$ cat config.mk
export PLATFORM = sky130hd
export DESIGN_NAME = floppy_drive_mechanics_flat
export DESIGN_NICKNAME = d
export VERILOG_FILES = /design/src/sv/fdm_pkg.sv /design/src/sv/fdm_if.sv /design/src/sv/fdm_in_stage.sv /design/src/sv/fdm_core.sv /design/src/sv/floppy_drive_mechanics.sv /design/src/flat_wrapper.sv
export SDC_FILE = /design/constraint.sdc
export NUM_CORES = 1
export LEC_CHECK = 0
export ABC_AREA = 1
export BUFFER_PORTS_ARGS = -buffer_cell sky130_fd_sc_hd__buf_2
export CELL_PAD_IN_SITES_DETAIL_PLACEMENT = 0
export CELL_PAD_IN_SITES_GLOBAL_PLACEMENT = 2
export CORE_ASPECT_RATIO = 0.9
export CORE_MARGIN = 2
export CORE_UTILIZATION = 34
export DETAILED_ROUTE_END_ITERATION = 10
export GPL_TIMING_DRIVEN = 1
export PLACE_DENSITY = 0.81
export SYNTH_ARGS = -nofsm -noshare
export SYNTH_HDL_FRONTEND = slang
export SYNTH_SLANG_ARGS = --single-unit
export TNS_END_PERCENT = 100
$ cat constraint.sdc
create_clock -name clk -period 6.15 [get_ports clk]
set_input_delay 0.9225 -clock clk [delete_from_list [all_inputs] [get_ports clk]]
set_output_delay 0.9225 -clock clk [all_outputs]
set_load 0.005 [all_outputs]
$ cat src/sv/fdm_pkg.sv
`timescale 1ns / 1ps
// fdm_pkg: command codes, beat payload types and drive state type
// for the floppy drive control-line block. No dependencies.
package fdm_pkg;

  localparam int unsigned ID_W = 32;
  localparam int unsigned CYL_W = 7;
  localparam int unsigned IDPOS_W = 5;
  localparam logic [ID_W-1:0] ID_RESET = 32'hFFFF_FFFF;

  typedef enum logic [1:0] {
    CMD_SAMPLE = 2'd0,
    CMD_INSERT = 2'd1,
    CMD_EJECT  = 2'd2,
    CMD_RESET  = 2'd3
  } cmd_t;

  typedef struct packed {
    cmd_t command;
    logic selected;
    logic motor_req;
    logic side_select;
    logic step_pulse;
    logic step_direction;
    logic media_valid;
  } in_item_t;

  typedef struct packed {
    logic             ready_res;
    logic             track0;
    logic             dskchg_n;
    logic             wpro_n;
    logic             id_bit;
    logic [CYL_W-1:0] cylinder;
    logic             head;
    logic             motor_active;
  } out_item_t;

  typedef struct packed {
    logic               motor_spinning;
    logic [CYL_W-1:0]   cylinder_pos;
    logic               head_sel;
    logic               ready_flag;
    logic               track0_flag;
    logic               media_present;
    logic               change_latch;
    logic               write_protect;
    logic               step_armed;
    logic [IDPOS_W-1:0] id_position;
  } drv_state_t;

  localparam drv_state_t STATE_RESET = '{
    motor_spinning: 1'b0,
    cylinder_pos:   '0,
    head_sel:       1'b0,
    ready_flag:     1'b0,
    track0_flag:    1'b1,
    media_present:  1'b0,
    change_latch:   1'b1,
    write_protect:  1'b1,
    step_armed:     1'b1,
    id_position:    '0
  };

endpackage

$ cat src/sv/fdm_if.sv
`timescale 1ns / 1ps
// fdm_in_if / fdm_out_if: valid/ready channels carrying one beat each.
// Depends on fdm_pkg for the payload types.
interface fdm_in_if;
  logic               valid;
  logic               ready;
  fdm_pkg::in_item_t  data;
  modport source (output valid, output data, input ready);
  modport sink   (input valid, input data, output ready);
endinterface

interface fdm_out_if;
  logic               valid;
  logic               ready;
  fdm_pkg::out_item_t data;
  modport source (output valid, output data, input ready);
  modport sink   (input valid, input data, output ready);
endinterface

$ cat src/sv/fdm_in_stage.sv
`timescale 1ns / 1ps
// fdm_in_stage: input register holding one accepted beat until the core takes it.
// Depends on fdm_pkg and fdm_in_if.
module fdm_in_stage (
  input  logic              clk,
  input  logic              rst_n,
  fdm_in_if.sink            in_ch,
  output logic              s_valid,
  output fdm_pkg::in_item_t s_data,
  input  logic              s_ready
);
  import fdm_pkg::*;

  logic     valid_r;
  logic     valid_nxt;
  in_item_t data_r;
  logic     take;

  assign in_ch.ready = !valid_r || s_ready;
  assign take        = in_ch.valid && in_ch.ready;
  assign valid_nxt   = take || (valid_r && !s_ready);

  always_ff @(posedge clk) begin
    if (!rst_n) begin
      valid_r <= 1'b0;
    end else begin
      valid_r <= valid_nxt;
    end
  end

  always_ff @(posedge clk) begin
    if (take) begin
      data_r <= in_ch.data;
    end
  end

  assign s_valid = valid_r;
  assign s_data  = data_r;
endmodule

$ cat src/sv/fdm_core.sv
`timescale 1ns / 1ps
// fdm_core: drive state, ID register and result register; one beat per cycle unless out_ch stalls.
// Depends on fdm_pkg and fdm_out_if.
module fdm_core #(
  parameter int CYLINDERS = 80
) (
  input  logic              clk,
  input  logic              rst_n,
  input  logic              s_valid,
  input  fdm_pkg::in_item_t s_data,
  output logic              s_ready,
  input  logic              cfg_we,
  input  logic [31:0]       cfg_wdata,
  fdm_out_if.source         out_ch
);
  import fdm_pkg::*;

  localparam logic [CYL_W-1:0] CYL_MAX = CYL_W'(CYLINDERS - 1);

  drv_state_t      st_r, st_nxt;
  logic [ID_W-1:0] id_r, id_nxt;
  logic            out_valid_r, out_valid_nxt;
  out_item_t       out_r, res;
  logic            fire;
  logic [CYL_W-1:0] cyl_step;

  assign s_ready = !out_valid_r || out_ch.ready;
  assign fire    = s_valid && s_ready;
  assign out_valid_nxt = fire || (out_valid_r && !out_ch.ready);

  always_comb begin
    cyl_step = st_r.cylinder_pos;
    if (s_data.step_direction) begin
      if (st_r.cylinder_pos != '0) cyl_step = st_r.cylinder_pos - 1'b1;
    end else begin
      if (st_r.cylinder_pos < CYL_MAX) cyl_step = st_r.cylinder_pos + 1'b1;
    end
  end

  always_comb begin
    st_nxt = st_r;
    if (fire) begin
      unique case (s_data.command)
        CMD_SAMPLE: begin
          if (!s_data.selected) begin
            if (!st_r.motor_spinning) st_nxt.id_position = st_r.id_position + 1'b1;
          end else begin
            if (s_data.motor_req) begin
              if (!st_r.motor_spinning) begin
                st_nxt.motor_spinning = 1'b1;
                st_nxt.ready_flag     = st_r.media_present;
                st_nxt.id_position    = '0;
              end
            end else if (st_r.motor_spinning) begin
              st_nxt.motor_spinning = 1'b0;
              st_nxt.ready_flag     = 1'b0;
            end
            st_nxt.head_sel = s_data.side_select;
            if (s_data.step_pulse && st_r.step_armed) begin
              st_nxt.step_armed   = 1'b0;
              st_nxt.cylinder_pos = cyl_step;
              st_nxt.change_latch = !st_r.media_present;
            end
            if (!s_data.step_pulse) st_nxt.step_armed = 1'b1;
            st_nxt.track0_flag = (st_nxt.cylinder_pos == '0);
          end
        end
        CMD_INSERT: begin
          st_nxt.media_present = s_data.media_valid;
          st_nxt.change_latch  = 1'b1;
          st_nxt.write_protect = 1'b1;
        end
        CMD_EJECT: begin
          st_nxt.media_present  = 1'b0;
          st_nxt.change_latch   = 1'b1;
          st_nxt.write_protect  = 1'b0;
          st_nxt.ready_flag     = 1'b0;
          st_nxt.motor_spinning = 1'b0;
        end
        CMD_RESET: begin
          st_nxt = STATE_RESET;
          st_nxt.media_present = st_r.media_present;
        end
        default: st_nxt = st_r;
      endcase
    end
  end

  always_comb begin
    id_nxt = id_r;
    priority if (cfg_we) begin
      id_nxt = cfg_wdata;
    end else if (fire && s_data.command == CMD_RESET) begin
      id_nxt = ID_RESET;
    end
  end

  always_comb begin
    res.ready_res    = st_nxt.ready_flag;
    res.track0       = st_nxt.track0_flag;
    res.dskchg_n     = !st_nxt.change_latch;
    res.wpro_n       = !(st_nxt.media_present && st_nxt.write_protect);
    res.id_bit       = id_nxt[~st_nxt.id_position];
    res.cylinder     = st_nxt.cylinder_pos;
    res.head         = st_nxt.head_sel;
    res.motor_active = st_nxt.motor_spinning;
  end

  always_ff @(posedge clk) begin
    if (!rst_n) begin
      st_r        <= STATE_RESET;
      id_r        <= ID_RESET;
      out_valid_r <= 1'b0;
    end else begin
      st_r        <= st_nxt;
      id_r        <= id_nxt;
      out_valid_r <= out_valid_nxt;
    end
  end

  always_ff @(posedge clk) begin
    if (fire) begin
      out_r <= res;
    end
  end

  assign out_ch.valid = out_valid_r;
  assign out_ch.data  = out_r;
endmodule

$ cat src/sv/floppy_drive_mechanics.sv
`timescale 1ns / 1ps
// floppy_drive_mechanics: top level of the floppy drive control-line block.
// Depends on fdm_pkg, fdm_if, fdm_in_stage and fdm_core.
//
//   channel | dir | handshake          | beat
//   in_ch   | in  | valid/ready        | command + sampled control lines
//   out_ch  | out | valid/ready        | drive status after the command
//   cfg_*   | in  | cfg_we (no stall)  | 32-bit drive ID word
//
// One beat per clock sustained while out_ch is not stalled; an accepted beat passes
// through the input register, then the state update into the result register.
// rst_n is synchronous, active low; it clears both stage valids and the drive state.
// A stalled result holds in out_ch while one more beat waits in the input register.
module floppy_drive_mechanics #(
  parameter int CYLINDERS = 80
) (
  input  logic        clk,
  input  logic        rst_n,
  fdm_in_if.sink      in_ch,
  fdm_out_if.source   out_ch,
  input  logic        cfg_we,
  input  logic [31:0] cfg_wdata
);
  import fdm_pkg::*;

  logic     s_valid;
  logic     s_ready;
  in_item_t s_data;

  fdm_in_stage u_in (
    .clk     (clk),
    .rst_n   (rst_n),
    .in_ch   (in_ch),
    .s_valid (s_valid),
    .s_data  (s_data),
    .s_ready (s_ready)
  );

  fdm_core #(.CYLINDERS(CYLINDERS)) u_core (
    .clk       (clk),
    .rst_n     (rst_n),
    .s_valid   (s_valid),
    .s_data    (s_data),
    .s_ready   (s_ready),
    .cfg_we    (cfg_we),
    .cfg_wdata (cfg_wdata),
    .out_ch    (out_ch)
  );
endmodule

$ cat src/flat_wrapper.sv
// flat-port wrapper written by rule: the top's interface ports become plain ports
module floppy_drive_mechanics_flat import fdm_pkg::*;
#(
  parameter int CYLINDERS = 80
)
  (clk, rst_n, cfg_we, cfg_wdata, in_ch_valid, in_ch_data, in_ch_ready, out_ch_valid, out_ch_data, out_ch_ready);
  fdm_in_if in_ch_i ();
  fdm_out_if out_ch_i ();
  input  logic clk;
  input  logic rst_n;
  input  logic cfg_we;
  input  logic [31:0] cfg_wdata;
  input wire logic [$bits(in_ch_i.valid)-1:0] in_ch_valid;
  input wire logic [$bits(in_ch_i.data)-1:0] in_ch_data;
  output wire logic [$bits(in_ch_i.ready)-1:0] in_ch_ready;
  output wire logic [$bits(out_ch_i.valid)-1:0] out_ch_valid;
  output wire logic [$bits(out_ch_i.data)-1:0] out_ch_data;
  input wire logic [$bits(out_ch_i.ready)-1:0] out_ch_ready;
  assign in_ch_i.valid = in_ch_valid;
  assign in_ch_i.data = in_ch_data;
  assign in_ch_ready = in_ch_i.ready;
  assign out_ch_valid = out_ch_i.valid;
  assign out_ch_data = out_ch_i.data;
  assign out_ch_i.ready = out_ch_ready;
  floppy_drive_mechanics #(.CYLINDERS(CYLINDERS)) u_core (.clk(clk), .rst_n(rst_n), .in_ch(in_ch_i), .out_ch(out_ch_i), .cfg_we(cfg_we), .cfg_wdata(cfg_wdata));
endmodule
==> run metrics <==
run status completed; top cells by count, synth nand2_1, nor2_1, nand3_1; Synth area leader dfxtp_1; CP max stage cell a21oi_4; Layout Nets 659; Rows 37; Worst R2R Path Depth 13; Clock Sinks between 70 and 80; total wire length between 10000 and 15000 µm; fin. max-slew vios 0; post_cts resized 0; minimum clock period after layout about 3 ns; Final Skew between 0.006 and 0.007 ns; Worst Path Max Fanout 17; Post-CTS Setup Bufs 0; yosys warns 0; Core ar. around 0.011 mm²; DR vias 3672; crit path from out_ch_ready; syn nets between 600 and 700; die width 119 µm; register bit total from synthesis 76; FMAX about 330 MHz; reg2reg start u_core.u_in.s_valid$_SDFF_PN0_; type of the worst min-delay path register to register; PwrDens 252 mW/mm²; ant diodes 0; maxcap violations 0; Max Root-Sink Buffers 2; Leak Pwr about 2.1 nW; post-DR vias/cell around 4.8; synthesized area per cell just over 7 µm²; later-pin clock latency in the skew report around 0.33 ns; WP data required between 6 and 7 ns; Async SR Flop Fraction 0%; Final period util 49.9%; share of cells above drive strength 1 between 10 and 15%; Overflow after GRT 0; Synth area leaders dfxtp_1, edfxtp_1, nand2_1; Primary FF master, synth dfxtp_1; Syn Inst Count approximately 560; largest stage delay on the critical path roughly 0.54 ns; Worst slew margin 41.6%; hold-critical path depth 2; sequential area share after synthesis 43.4%; vias in the first global route 3632; first-pass GRT wire length 18200 µm; startpoint types input port; Die Ht around 110 µm; final instance area between 0.004 and 0.005 mm²; leading cell type by number of instances after synthesis nand2_1; Worst-path clk slew about 0.050 ns; CP dominant cell by count nand2_1; hold_buf cts 0; root buffer cell clkbuf_16; ANT nets after route 0; routability congestion estimate 0.877; largest net degree at the start of global routing 38; Initial Util around a third; Fin Setup TNS 0 ns; final hold vios 0; cells along the critical path buf_2 > inv_1 > a21oi_4 > nand2_4 > nand2_1 > nand2_4 > inv_2 > nand2_1 > nand3_1 > nand3_1 > nand3_1 > nand2_1 > nand2_1 > nand2_1; Arr. time, crit path between 3 and 4 ns; dpl hpwl roughly 7900 µm; drt wl/cell about 14 µm; PortBufs 60; total track usage about 18%; DR DRC count 0; Ports between 60 and 70; min-delay src u_core.u_core.st_r[6]$_SDFF_PN1_; Synth Cell Area roughly 0.0040 mm²; initial DRC count between 150 and 200; Die ar. between 0.01 and 0.015 mm²; total CTS buffers 9; CTS tree yes; critical path capture point type register; Placed Instance Area about 0.0044 mm²; Setup violations, final 0; IR Drop Worst-Case VDD 0.154 mV; DR pass1 iterations 4; EDFF count, synth 22; Synth top area share between 20% and 30%; worst slew pin tran 0.875 ns; initial antenna violation count 0; RSZ-0062 raised after global routing no; H-tree levels 3; P&R area growth vs syn 16.5%; WS Path Type input port to register; post-synth cell types 36
## critical path: cells and delay by family
kind                   cells  cell delay, ns
and+or+nand+nor           10            1.36
AOI/OAI and AO/OA          1            0.54
buffers and inverters      3            0.30
## where the power goes
group / switching (mW) / total, mW / internal [mW] / leakage [nW]
Combinational: 0.0782 / 0.119 / 0.0407 / 1.26
Sequential: 0.0102 / 0.548 / 0.538 / 0.656
Clock: 0.197 / 0.509 / 0.312 / 0.131
## logic make-up (layout without fill, tap and decap cells)
logic type	Yosys count	after routing	synth area share, %
AND/OR/NAND/NOR	321	321	34.2
adder cells (fa/ha/maj)	9	9	2.81
buffers and inverters	63	116	6.73
flip-flops	76	76	43.4
AO/OA/AOI/OAI	87	87	12.7
XOR/XNOR	1	1	0.218
## registers in the layout (all words and copies together), names as in the netlist
name	cells
u_core.u_core.id_r	32
u_core.u_core.out_ch.data	14
u_core.u_core.out_ch.valid	1
u_core.u_core.st_r	20
u_core.u_in.s_data	8
u_core.u_in.s_valid	1
## layout make-up
type | count | area (µm²)
Timing Repair Buffer | 60 | 300
Clock buffer | 11 | 233
Multi-Input combinational cell | 418 | 2000
Inverter | 40 | 150
Clock inverter | 5 | 52.6
Sequential cell | 76 | 1740
Fill cell | 1269 | 6810
Tap cell | 156 | 195
## metrics by stage
stage	hold WS [ns]	power, mW	cells	util [%]	setup slack, ns
after CTS	0.482	1.19	766	40.7	3.09
after global placement	0.465	0.677	750	38.2	2.87
after global routing	0.525	1.23	766	40.7	2.81
after detailed placement	0.468	0.678	750	38.2	2.77
after floorplan	0.445	0.635	557	-	3.53
final	0.480	1.18	766	40.7	3.08
## final timing paths
check,slack [ns],end
hold reg to reg,0.48,u_core.u_core.st_r[6]$_SDFF_PN1_
setup reg to reg,3.43,u_core.u_core.out_ch.data[9]$_DFFE_PP_
setup / recovery,3.08,u_core.u_core.out_ch.data[9]$_DFFE_PP_
hold / removal,0.48,u_core.u_core.st_r[6]$_SDFF_PN1_
## layer usage
metal	part of all wire [%]	track usage [%]
met3	3.7	3.83
met5	0	0
met4	1.0	4.93
met1	53	25.8
met2	43	27.4
## layout by cell type (no fill, tap or decap), types with 2 or more instances in the layout
cell type / n
a21oi_1: 22
buf_2: 60
clkbuf_1: 2
clkbuf_16: 9
clkinv_1: 3
clkinvlp_4: 2
dfxtp_1: 54
edfxtp_1: 22
ha_1: 9
inv_1: 36
inv_2: 3
nand2_1: 171
nand2_4: 3
nand3_1: 60
nand4_1: 5
nor2_1: 66
nor3_1: 4
o211ai_1: 7
o21ai_0: 45
o21bai_1: 6
o221ai_1: 2
o2bb2ai_1: 2
or2_2: 5
No activity file was read; power rests on OpenSTA's default activity.
